**src/hdl/rtr_pkg.sv**
```systemverilog
// shared types, constants and letter tables for the roman numeral encoder
package rtr_pkg;

	localparam int NUM_W      = 12;
	localparam int DIGIT_W    = 4;
	localparam int NUM_DIGITS = 4;
	localparam int LETTER_W   = 8;
	localparam int MAX_VALUE  = 3999;

	localparam int QUEUE_DEPTH = 2;
	localparam int QPTR_W      = $clog2(QUEUE_DEPTH);
	localparam int QCNT_W      = $clog2(QUEUE_DEPTH + 1);

	localparam logic [LETTER_W-1:0] SYM_I    = 8'h49;
	localparam logic [LETTER_W-1:0] SYM_V    = 8'h56;
	localparam logic [LETTER_W-1:0] SYM_X    = 8'h58;
	localparam logic [LETTER_W-1:0] SYM_L    = 8'h4c;
	localparam logic [LETTER_W-1:0] SYM_C    = 8'h43;
	localparam logic [LETTER_W-1:0] SYM_D    = 8'h44;
	localparam logic [LETTER_W-1:0] SYM_M    = 8'h4d;
	localparam logic [LETTER_W-1:0] SYM_NONE = 8'h00;

	// digit positions
	localparam logic [1:0] POS_UNITS     = 2'd0;
	localparam logic [1:0] POS_TENS      = 2'd1;
	localparam logic [1:0] POS_HUNDREDS  = 2'd2;
	localparam logic [1:0] POS_THOUSANDS = 2'd3;

	typedef enum logic [1:0] {
		SEL_ONE,
		SEL_FIVE,
		SEL_TEN
	} sel_t;

	// one classified item on its way from front to back
	typedef struct packed {
		logic [NUM_DIGITS-1:0][DIGIT_W-1:0] digits;
		logic                               err;
	} entry_t;

	// digit at a given decimal scale, by a ladder of independent compares
	function automatic logic [DIGIT_W-1:0] digit_of(input logic [NUM_W-1:0] rem,
			input int scale);
		logic [DIGIT_W-1:0] d;
		d = '0;
		for (int i = 1; i <= 9; i++) begin
			if (int'(rem) >= i * scale) d = DIGIT_W'(i);
		end
		return d;
	endfunction

	function automatic logic [NUM_W-1:0] rem_after(input logic [NUM_W-1:0] rem,
			input logic [DIGIT_W-1:0] d, input int scale);
		return NUM_W'(int'(rem) - int'(d) * scale);
	endfunction

	// number of letters a digit turns into
	function automatic logic [2:0] digit_len(input logic [DIGIT_W-1:0] d);
		logic [2:0] n;
		case (d)
			4'd1, 4'd5:       n = 3'd1;
			4'd2, 4'd4, 4'd6,
			4'd9:             n = 3'd2;
			4'd3, 4'd7:       n = 3'd3;
			4'd8:             n = 3'd4;
			default:          n = 3'd0;
		endcase
		return n;
	endfunction

	// which symbol of the position the k-th letter of a digit uses
	function automatic sel_t digit_sel(input logic [DIGIT_W-1:0] d, input logic [1:0] k);
		sel_t s;
		case (d)
			4'd4:             s = (k == 2'd0) ? SEL_ONE : SEL_FIVE;
			4'd9:             s = (k == 2'd0) ? SEL_ONE : SEL_TEN;
			4'd5, 4'd6, 4'd7,
			4'd8:             s = (k == 2'd0) ? SEL_FIVE : SEL_ONE;
			default:          s = SEL_ONE;
		endcase
		return s;
	endfunction

	function automatic logic [LETTER_W-1:0] pos_sym(input logic [1:0] pos, input sel_t s);
		logic [LETTER_W-1:0] c;
		c = SYM_NONE;
		case (pos)
			POS_UNITS:    c = (s == SEL_ONE) ? SYM_I : (s == SEL_FIVE) ? SYM_V : SYM_X;
			POS_TENS:     c = (s == SEL_ONE) ? SYM_X : (s == SEL_FIVE) ? SYM_L : SYM_C;
			POS_HUNDREDS: c = (s == SEL_ONE) ? SYM_C : (s == SEL_FIVE) ? SYM_D : SYM_M;
			default:      c = (s == SEL_ONE) ? SYM_M : SYM_NONE;
		endcase
		return c;
	endfunction

	// highest non-zero digit position in a mask
	function automatic logic [1:0] top_pos(input logic [NUM_DIGITS-1:0] m);
		logic [1:0] p;
		if (m[3])      p = POS_THOUSANDS;
		else if (m[2]) p = POS_HUNDREDS;
		else if (m[1]) p = POS_TENS;
		else           p = POS_UNITS;
		return p;
	endfunction

endpackage

```
**src/hdl/rtr_front.sv**
```systemverilog
// front end: takes an item, checks its range and splits it into decimal digits
module rtr_front
	import rtr_pkg::*;
(
	input  logic             clk,
	input  logic             arst_n,
	input  logic             start,
	input  logic [NUM_W-1:0] number,
	output logic             busy,
	input  logic             full,
	output logic             push,
	output entry_t           entry
);

	typedef enum logic [1:0] {
		ST_THOU,
		ST_HUND,
		ST_TENS
	} step_t;

	logic                busy_q;
	step_t               step_q;
	logic [NUM_W-1:0]    rem_q;
	logic                err_q;
	logic [DIGIT_W-1:0]  thou_q;
	logic [DIGIT_W-1:0]  hund_q;

	logic [DIGIT_W-1:0]  dig;
	logic [NUM_W-1:0]    rem_next;
	logic [DIGIT_W-1:0]  units;

	always_comb begin
		case (step_q)
			ST_THOU: begin
				dig      = digit_of(rem_q, 1000);
				rem_next = rem_after(rem_q, dig, 1000);
			end
			ST_HUND: begin
				dig      = digit_of(rem_q, 100);
				rem_next = rem_after(rem_q, dig, 100);
			end
			default: begin
				dig      = digit_of(rem_q, 10);
				rem_next = rem_after(rem_q, dig, 10);
			end
		endcase
		units = rem_next[DIGIT_W-1:0];
	end

	assign busy         = busy_q;
	assign push         = busy_q && (step_q == ST_TENS) && !full;
	assign entry.digits = {thou_q, hund_q, dig, units};
	assign entry.err    = err_q;

	always_ff @(posedge clk or negedge arst_n) begin
		if (!arst_n) begin
			busy_q <= 1'b0;
			step_q <= ST_THOU;
		end else if (!busy_q) begin
			if (start) begin
				busy_q <= 1'b1;
				step_q <= ST_THOU;
				rem_q  <= number;
				err_q  <= (number == '0) || (int'(number) > MAX_VALUE);
			end
		end else begin
			case (step_q)
				ST_THOU: begin
					thou_q <= dig;
					rem_q  <= rem_next;
					step_q <= ST_HUND;
				end
				ST_HUND: begin
					hund_q <= dig;
					rem_q  <= rem_next;
					step_q <= ST_TENS;
				end
				default: begin
					if (!full) begin
						busy_q <= 1'b0;
						step_q <= ST_THOU;
					end
				end
			endcase
		end
	end

endmodule

```
**src/hdl/rtr_fifo.sv**
```systemverilog
// short queue of classified items between front and back
module rtr_fifo
	import rtr_pkg::*;
(
	input  logic   clk,
	input  logic   arst_n,
	input  logic   push,
	input  entry_t wr_entry,
	output logic   full,
	input  logic   pop,
	output logic   valid,
	output entry_t rd_entry
);

	entry_t             mem_q [QUEUE_DEPTH];
	logic [QPTR_W-1:0]  wr_ptr_q;
	logic [QPTR_W-1:0]  rd_ptr_q;
	logic [QCNT_W-1:0]  count_q;

	assign full     = (count_q == QCNT_W'(QUEUE_DEPTH));
	assign valid    = (count_q != '0);
	assign rd_entry = mem_q[rd_ptr_q];

	always_ff @(posedge clk) begin
		if (push) mem_q[wr_ptr_q] <= wr_entry;
	end

	always_ff @(posedge clk or negedge arst_n) begin
		if (!arst_n) begin
			wr_ptr_q <= '0;
			rd_ptr_q <= '0;
			count_q  <= '0;
		end else begin
			if (push) wr_ptr_q <= wr_ptr_q + 1'b1;
			if (pop)  rd_ptr_q <= rd_ptr_q + 1'b1;
			case ({push, pop})
				2'b10:   count_q <= count_q + 1'b1;
				2'b01:   count_q <= count_q - 1'b1;
				default: count_q <= count_q;
			endcase
		end
	end

endmodule

```
**src/hdl/rtr_back.sv**
```systemverilog
// back end: walks the digits of an item and sends out one letter per cycle
module rtr_back
	import rtr_pkg::*;
(
	input  logic                clk,
	input  logic                arst_n,
	input  logic                valid,
	input  entry_t              entry,
	output logic                pop,
	output logic                strobe,
	output logic [LETTER_W-1:0] letter,
	output logic                last,
	output logic                error
);

	logic                               active_q;
	logic [1:0]                         pos_q;
	logic [1:0]                         k_q;
	logic [NUM_DIGITS-1:0][DIGIT_W-1:0] digits_q;
	logic                               err_q;

	logic                strobe_q;
	logic [LETTER_W-1:0] letter_q;
	logic                last_q;
	logic                error_q;

	logic [DIGIT_W-1:0]    d;
	logic [2:0]            len;
	logic [NUM_DIGITS-1:0] nz;
	logic [NUM_DIGITS-1:0] nz_in;
	logic [NUM_DIGITS-1:0] below;
	logic                  digit_end;
	logic                  finish;
	logic [LETTER_W-1:0]   sym;

	always_comb begin
		d   = digits_q[pos_q];
		len = digit_len(d);
		for (int i = 0; i < NUM_DIGITS; i++) begin
			nz[i]    = (digits_q[i] != '0);
			nz_in[i] = (entry.digits[i] != '0);
			below[i] = nz[i] && (i < int'(pos_q));
		end
		digit_end = ({1'b0, k_q} + 3'd1) >= len;
		finish    = active_q && (err_q || (digit_end && (below == '0)));
		sym       = err_q ? SYM_NONE : pos_sym(pos_q, digit_sel(d, k_q));
	end

	assign pop    = valid && (!active_q || finish);
	assign strobe = strobe_q;
	assign letter = letter_q;
	assign last   = last_q;
	assign error  = error_q;

	always_ff @(posedge clk or negedge arst_n) begin
		if (!arst_n) begin
			active_q <= 1'b0;
			strobe_q <= 1'b0;
		end else begin
			strobe_q <= active_q;
			letter_q <= sym;
			last_q   <= finish;
			error_q  <= err_q;
			if (pop) begin
				active_q <= 1'b1;
				digits_q <= entry.digits;
				err_q    <= entry.err;
				pos_q    <= top_pos(nz_in);
				k_q      <= '0;
			end else if (finish) begin
				active_q <= 1'b0;
			end else if (active_q) begin
				if (digit_end) begin
					pos_q <= top_pos(below);
					k_q   <= '0;
				end else begin
					k_q <= k_q + 1'b1;
				end
			end
		end
	end

endmodule

```
**src/hdl/integer_to_roman_encoder_core.sv**
```systemverilog
// integer to roman numeral encoder, top level
//
// converts a 12-bit binary number into its roman numeral as ascii letters, one
// letter per strobe, most significant letter first, with last marking the final
// letter of each numeral. a number of 0 or above 3999 gives a single result
// with letter 0, last 1 and error 1. an item is taken on a clock edge with start
// high and busy low. the front end holds the item while it peels off the
// thousands, hundreds and tens digits, then hands it to a two-item queue; busy
// is high during those steps and while it waits on a full queue. the front end
// takes no new item until it has handed the last one to the queue. the back end
// sends one letter per cycle, with no gap between numerals as long as the queue
// holds the next one; a numeral has 1 to 15 letters (3888 is the longest).
// numerals of four letters or more run at the output rate, shorter ones at the
// front end's rate. when the queue is empty and the back end is idle, the first
// letter goes through the thousands, hundreds and tens steps, the queue and the
// back end's output register. results have no backpressure: each is on
// letter/last/error for exactly one cycle with strobe high and must be taken
// then. there is no state kept between numerals.
module integer_to_roman_encoder_core
	import rtr_pkg::*;
(
	input  logic                clk,
	input  logic                arst_n,
	input  logic                start,
	input  logic [NUM_W-1:0]    number,
	output logic                busy,
	output logic                strobe,
	output logic [LETTER_W-1:0] letter,
	output logic                last,
	output logic                error
);

	// front to queue
	logic   q_push;
	logic   q_full;
	entry_t q_wr_entry;

	// queue to back
	logic   q_pop;
	logic   q_valid;
	entry_t q_rd_entry;

	// range check and digit split
	rtr_front u_front (
		.clk    (clk),
		.arst_n (arst_n),
		.start  (start),
		.number (number),
		.busy   (busy),
		.full   (q_full),
		.push   (q_push),
		.entry  (q_wr_entry)
	);

	// decouples digit split from letter output
	rtr_fifo u_fifo (
		.clk      (clk),
		.arst_n   (arst_n),
		.push     (q_push),
		.wr_entry (q_wr_entry),
		.full     (q_full),
		.pop      (q_pop),
		.valid    (q_valid),
		.rd_entry (q_rd_entry)
	);

	// letter sequencer, one letter a cycle while it holds an item, registered outputs
	rtr_back u_back (
		.clk    (clk),
		.arst_n (arst_n),
		.valid  (q_valid),
		.entry  (q_rd_entry),
		.pop    (q_pop),
		.strobe (strobe),
		.letter (letter),
		.last   (last),
		.error  (error)
	);

endmodule
```
**config.mk**
```make
export PLATFORM = sky130hd
export DESIGN_NAME = integer_to_roman_encoder_core
export DESIGN_NICKNAME = d
export VERILOG_FILES = /design/src/hdl/rtr_pkg.sv /design/src/hdl/rtr_front.sv /design/src/hdl/rtr_fifo.sv /design/src/hdl/rtr_back.sv /design/src/hdl/integer_to_roman_encoder_core.sv
export SDC_FILE = /design/constraint.sdc
export NUM_CORES = 1
export LEC_CHECK = 0
export BUFFER_PORTS_ARGS = -buffer_cell sky130_fd_sc_hd__buf_2
export CORE_MARGIN = 3
export CORE_UTILIZATION = 60
export CTS_BUF_LIST = sky130_fd_sc_hd__clkbuf_16
export DETAILED_ROUTE_END_ITERATION = 8
export MAX_ROUTING_LAYER = met4
export PLACE_DENSITY = 0.87
export RECOVER_POWER = 25
export SYNTH_ARGS = -nofsm -noshare
export SYNTH_HDL_FRONTEND = slang
export SYNTH_SLANG_ARGS = --single-unit
```
**constraint.sdc**
```tcl
create_clock -name clk -period 4.7 [get_ports clk]
set_clock_uncertainty 0.1 [all_clocks]
set_input_delay 0.47 -clock clk [delete_from_list [all_inputs] [get_ports clk]]
set_output_delay 0.47 -clock clk [all_outputs]
set_load 0.01 [all_outputs]
```
==> impl_metrics.env <==
export IMPL_post_route_util_pct=69.6
export IMPL_synth_edff_count=84
export IMPL_ys_warn_count=0
export IMPL_first_pass_iters=5
export IMPL_first_iter_violations=333
export IMPL_grtUsageTotal_pct=27.3
export IMPL_drtAntennaViolNets=0
export IMPL_fin_crit_sh_pct=95.6
export IMPL_mostFrequentLayoutCells="edfxtp_1 (84), nor2_1 (56), ha_1 (49), a21oi_1 (45), inv_1 (39)"
export IMPL_io_buffer_count=24
export IMPL_vias=4804
export IMPL_dieHeight_um=108
export IMPL_synth_top_area_share_pct=40.6
export IMPL_syn_avg_cell_area_um2=10.4
export IMPL_grt_pass1_vias=4789
export IMPL_wire_per_inst_um=18.9
export IMPL_max_freq_mhz=222
export IMPL_crit_path_end="u_front.rem_q[10]"
export IMPL_drc=0
export IMPL_syn2layout_area_growth_pct=11.0
export IMPL_start_util_pct=62.7
export IMPL_synth_top_area_cell="edfxtp_1"
export IMPL_min_path_type="reg2reg"
export IMPL_die_area_um2=11600
export IMPL_worst_pin_slew_ns=1.04
export IMPL_place_congestion=0.940
export IMPL_fin_crit_ns=4.50
export IMPL_cts_htree_levels=3
export IMPL_via_per_inst=6.26
export IMPL_dp_slack_ns=0.210
export IMPL_timing_rr_end="u_front.rem_q[10]"
export IMPL_die_w_um=108
export IMPL_relSlewSlack_pct=30.9
export IMPL_clock_latency_ns=0.34
export IMPL_ys_async_sr_fraction_pct=9.68
export IMPL_startpoint="u_front.rem_q[5]"
export IMPL_fillers=725
export IMPL_cts_made_buffers=9
export IMPL_grt_max_degree=31
export IMPL_num_nets_final=699
export IMPL_path_class="reg2reg"
export IMPL_r2r_cells=16
export IMPL_antenna_cells=0
export IMPL_grt_overflow=0
export IMPL_cts_sinks=93
export IMPL_placed_area_um2=6580
export IMPL_ys_top_cells_by_area="edfxtp_1 (41%), ha_1 (9.9%), mux2_2 (3.8%)"
export IMPL_ys_types=63
export IMPL_yosysSeqAreaShare_pct=44.2
export IMPL_wl_um=14500
export IMPL_grt_pass1_wl_um=23800
export IMPL_cts_tree="yes"
export IMPL_cp_required_ns=4.69
export IMPL_fin_area_um2=6890
export IMPL_status="completed"
export IMPL_cts_root_buf="clkbuf_16"
export IMPL_hpwl_um=11200
export IMPL_maxCapViolations=0
export IMPL_coreArea_um2=9910
export IMPL_cts_reportedPaths_clkPinSlew_ns=0.07
export IMPL_cp_arrival_ns=4.49
export IMPL_synth_flop_cell="edfxtp_1"
export IMPL_holdWs_ns=0.345
export IMPL_final_layout_size_suffix_gt1_share_pct=14.5
export IMPL_setup_violations=0
export IMPL_r2r_start="u_front.rem_q[5]"
export IMPL_antenna_found_initial=0
export IMPL_crit_fanout=14
export IMPL_start_kind="flip-flop"
export IMPL_holdCritStartpoint="u_back.active_q"
export IMPL_cts_buffer_depth=2
export IMPL_synth_seq_cells=93
export IMPL_hold_viol_final=0
export IMPL_ios=27
export IMPL_syn_area_um2=6210
export IMPL_setup_slack_ns=0.205
export IMPL_final_common_cell="edfxtp_1"
export IMPL_final_max_slew_viol_count=0
export IMPL_cp_end_kind="flip-flop"
export IMPL_synthCells=595
export IMPL_ff2ff_setup_slack_ns=0.20
export IMPL_fp_row_count=36
## logic make-up after synthesis
group | share of synthesized area, %
buffers and inverters | 4.65
XOR/XNOR | 4.51
multiplexers | 6.27
AO/OA/AOI/OAI | 15.4
AND/OR/NAND/NOR | 13.0
flip-flops | 44.2
other | 0.121
adder cells (fa/ha/maj) | 11.8
## critical path: stages, from the launching register on
cell	delay, ns
edfxtp_1	0.49
buf_4	0.23
o31a_1	0.29
mux4_2	0.45
nand3b_1	0.11
a211o_1	0.20
ha_1	0.25
ha_1	0.22
inv_1	0.07
fa_1	0.41
ha_1	0.32
nand2_1	0.12
a21oi_1	0.07
o31ai_2	0.26
nor3b_1	0.22
o32ai_1	0.12
a311o_1	0.31
## synthesized netlist by cell type (6+ instances only)
| cell | instances |
|---|---|
| a21o_1 | 9 |
| a21oi_1 | 45 |
| a31oi_1 | 10 |
| clkbuf_1 | 27 |
| dfrtp_1 | 9 |
| edfxtp_1 | 84 |
| fa_1 | 6 |
| ha_1 | 49 |
| inv_1 | 39 |
| mux2_2 | 21 |
| nand2_1 | 32 |
| nand2b_1 | 11 |
| nand3_1 | 6 |
| nor2_1 | 56 |
| nor2b_1 | 12 |
| nor3_1 | 12 |
| nor4_1 | 7 |
| o211ai_1 | 8 |
| o21ai_0 | 31 |
| xnor2_1 | 17 |
| xor2_1 | 15 |
## worst min-delay path by stage
stage	to	slack, ns	depth (start not counted)
after global routing	u_front.rem_q[0]	0.34	2
after global placement	u_back.strobe	0.30	0
after CTS	u_front.rem_q[0]	0.34	2
final	u_back.strobe	0.35	0
after floorplan	u_back.active_q	0.07	0
after detailed placement	u_back.strobe	0.32	1
## state kept, by name, summed over array words and instances (netlist names), 4 cells and up
register         cells
u_fifo.mem_q        34
u_back.digits_q     16
u_front.rem_q       12
u_back.letter        6
u_front.hund_q       4
u_front.thou_q       4
## what timing repair did
item                                    in CTS  in global routing
endpoints found under the hold margin        9                  0
gates resized for setup                      0                  3
setup buffers                                0                  0
endpoints found under the setup margin       0                  2
hold buffers                                 1                  0
## stage by stage
step | TNS (ns) | instances
2_1_floorplan | 0 | 596
3_3_place_gp | 0 | 750
3_5_place_dp | 0 | 750
4_1_cts | 0 | 767
5_1_grt | -0.000504 | 767
6_report | 0 | 767
## layer usage
metal	GRT usage, %	up-vias	share of wire [%]
li1	-	2255	-
met1	30.4	2303	38
met2	48.3	210	53
met3	4.62	36	6.0
met4	11.3	0	3.2
met5	-	-	0
## area by class of cell
class | instances | area, µm² | share of cell area [%]
timing repair buffer | 54 | 335 | 4.86
clock inverter | 7 | 88.8 | 1.29
sequential | 93 | 2750 | 39.9
multi-input combinational | 432 | 3180 | 46.2
clock buffer | 9 | 225 | 3.27
inverter | 39 | 146 | 2.12
tap | 133 | 166 | 2.41
Power is left out: the tool's default activity adds up to more than one toggle a clock period on the data nets, which glitch-free logic cannot reach.
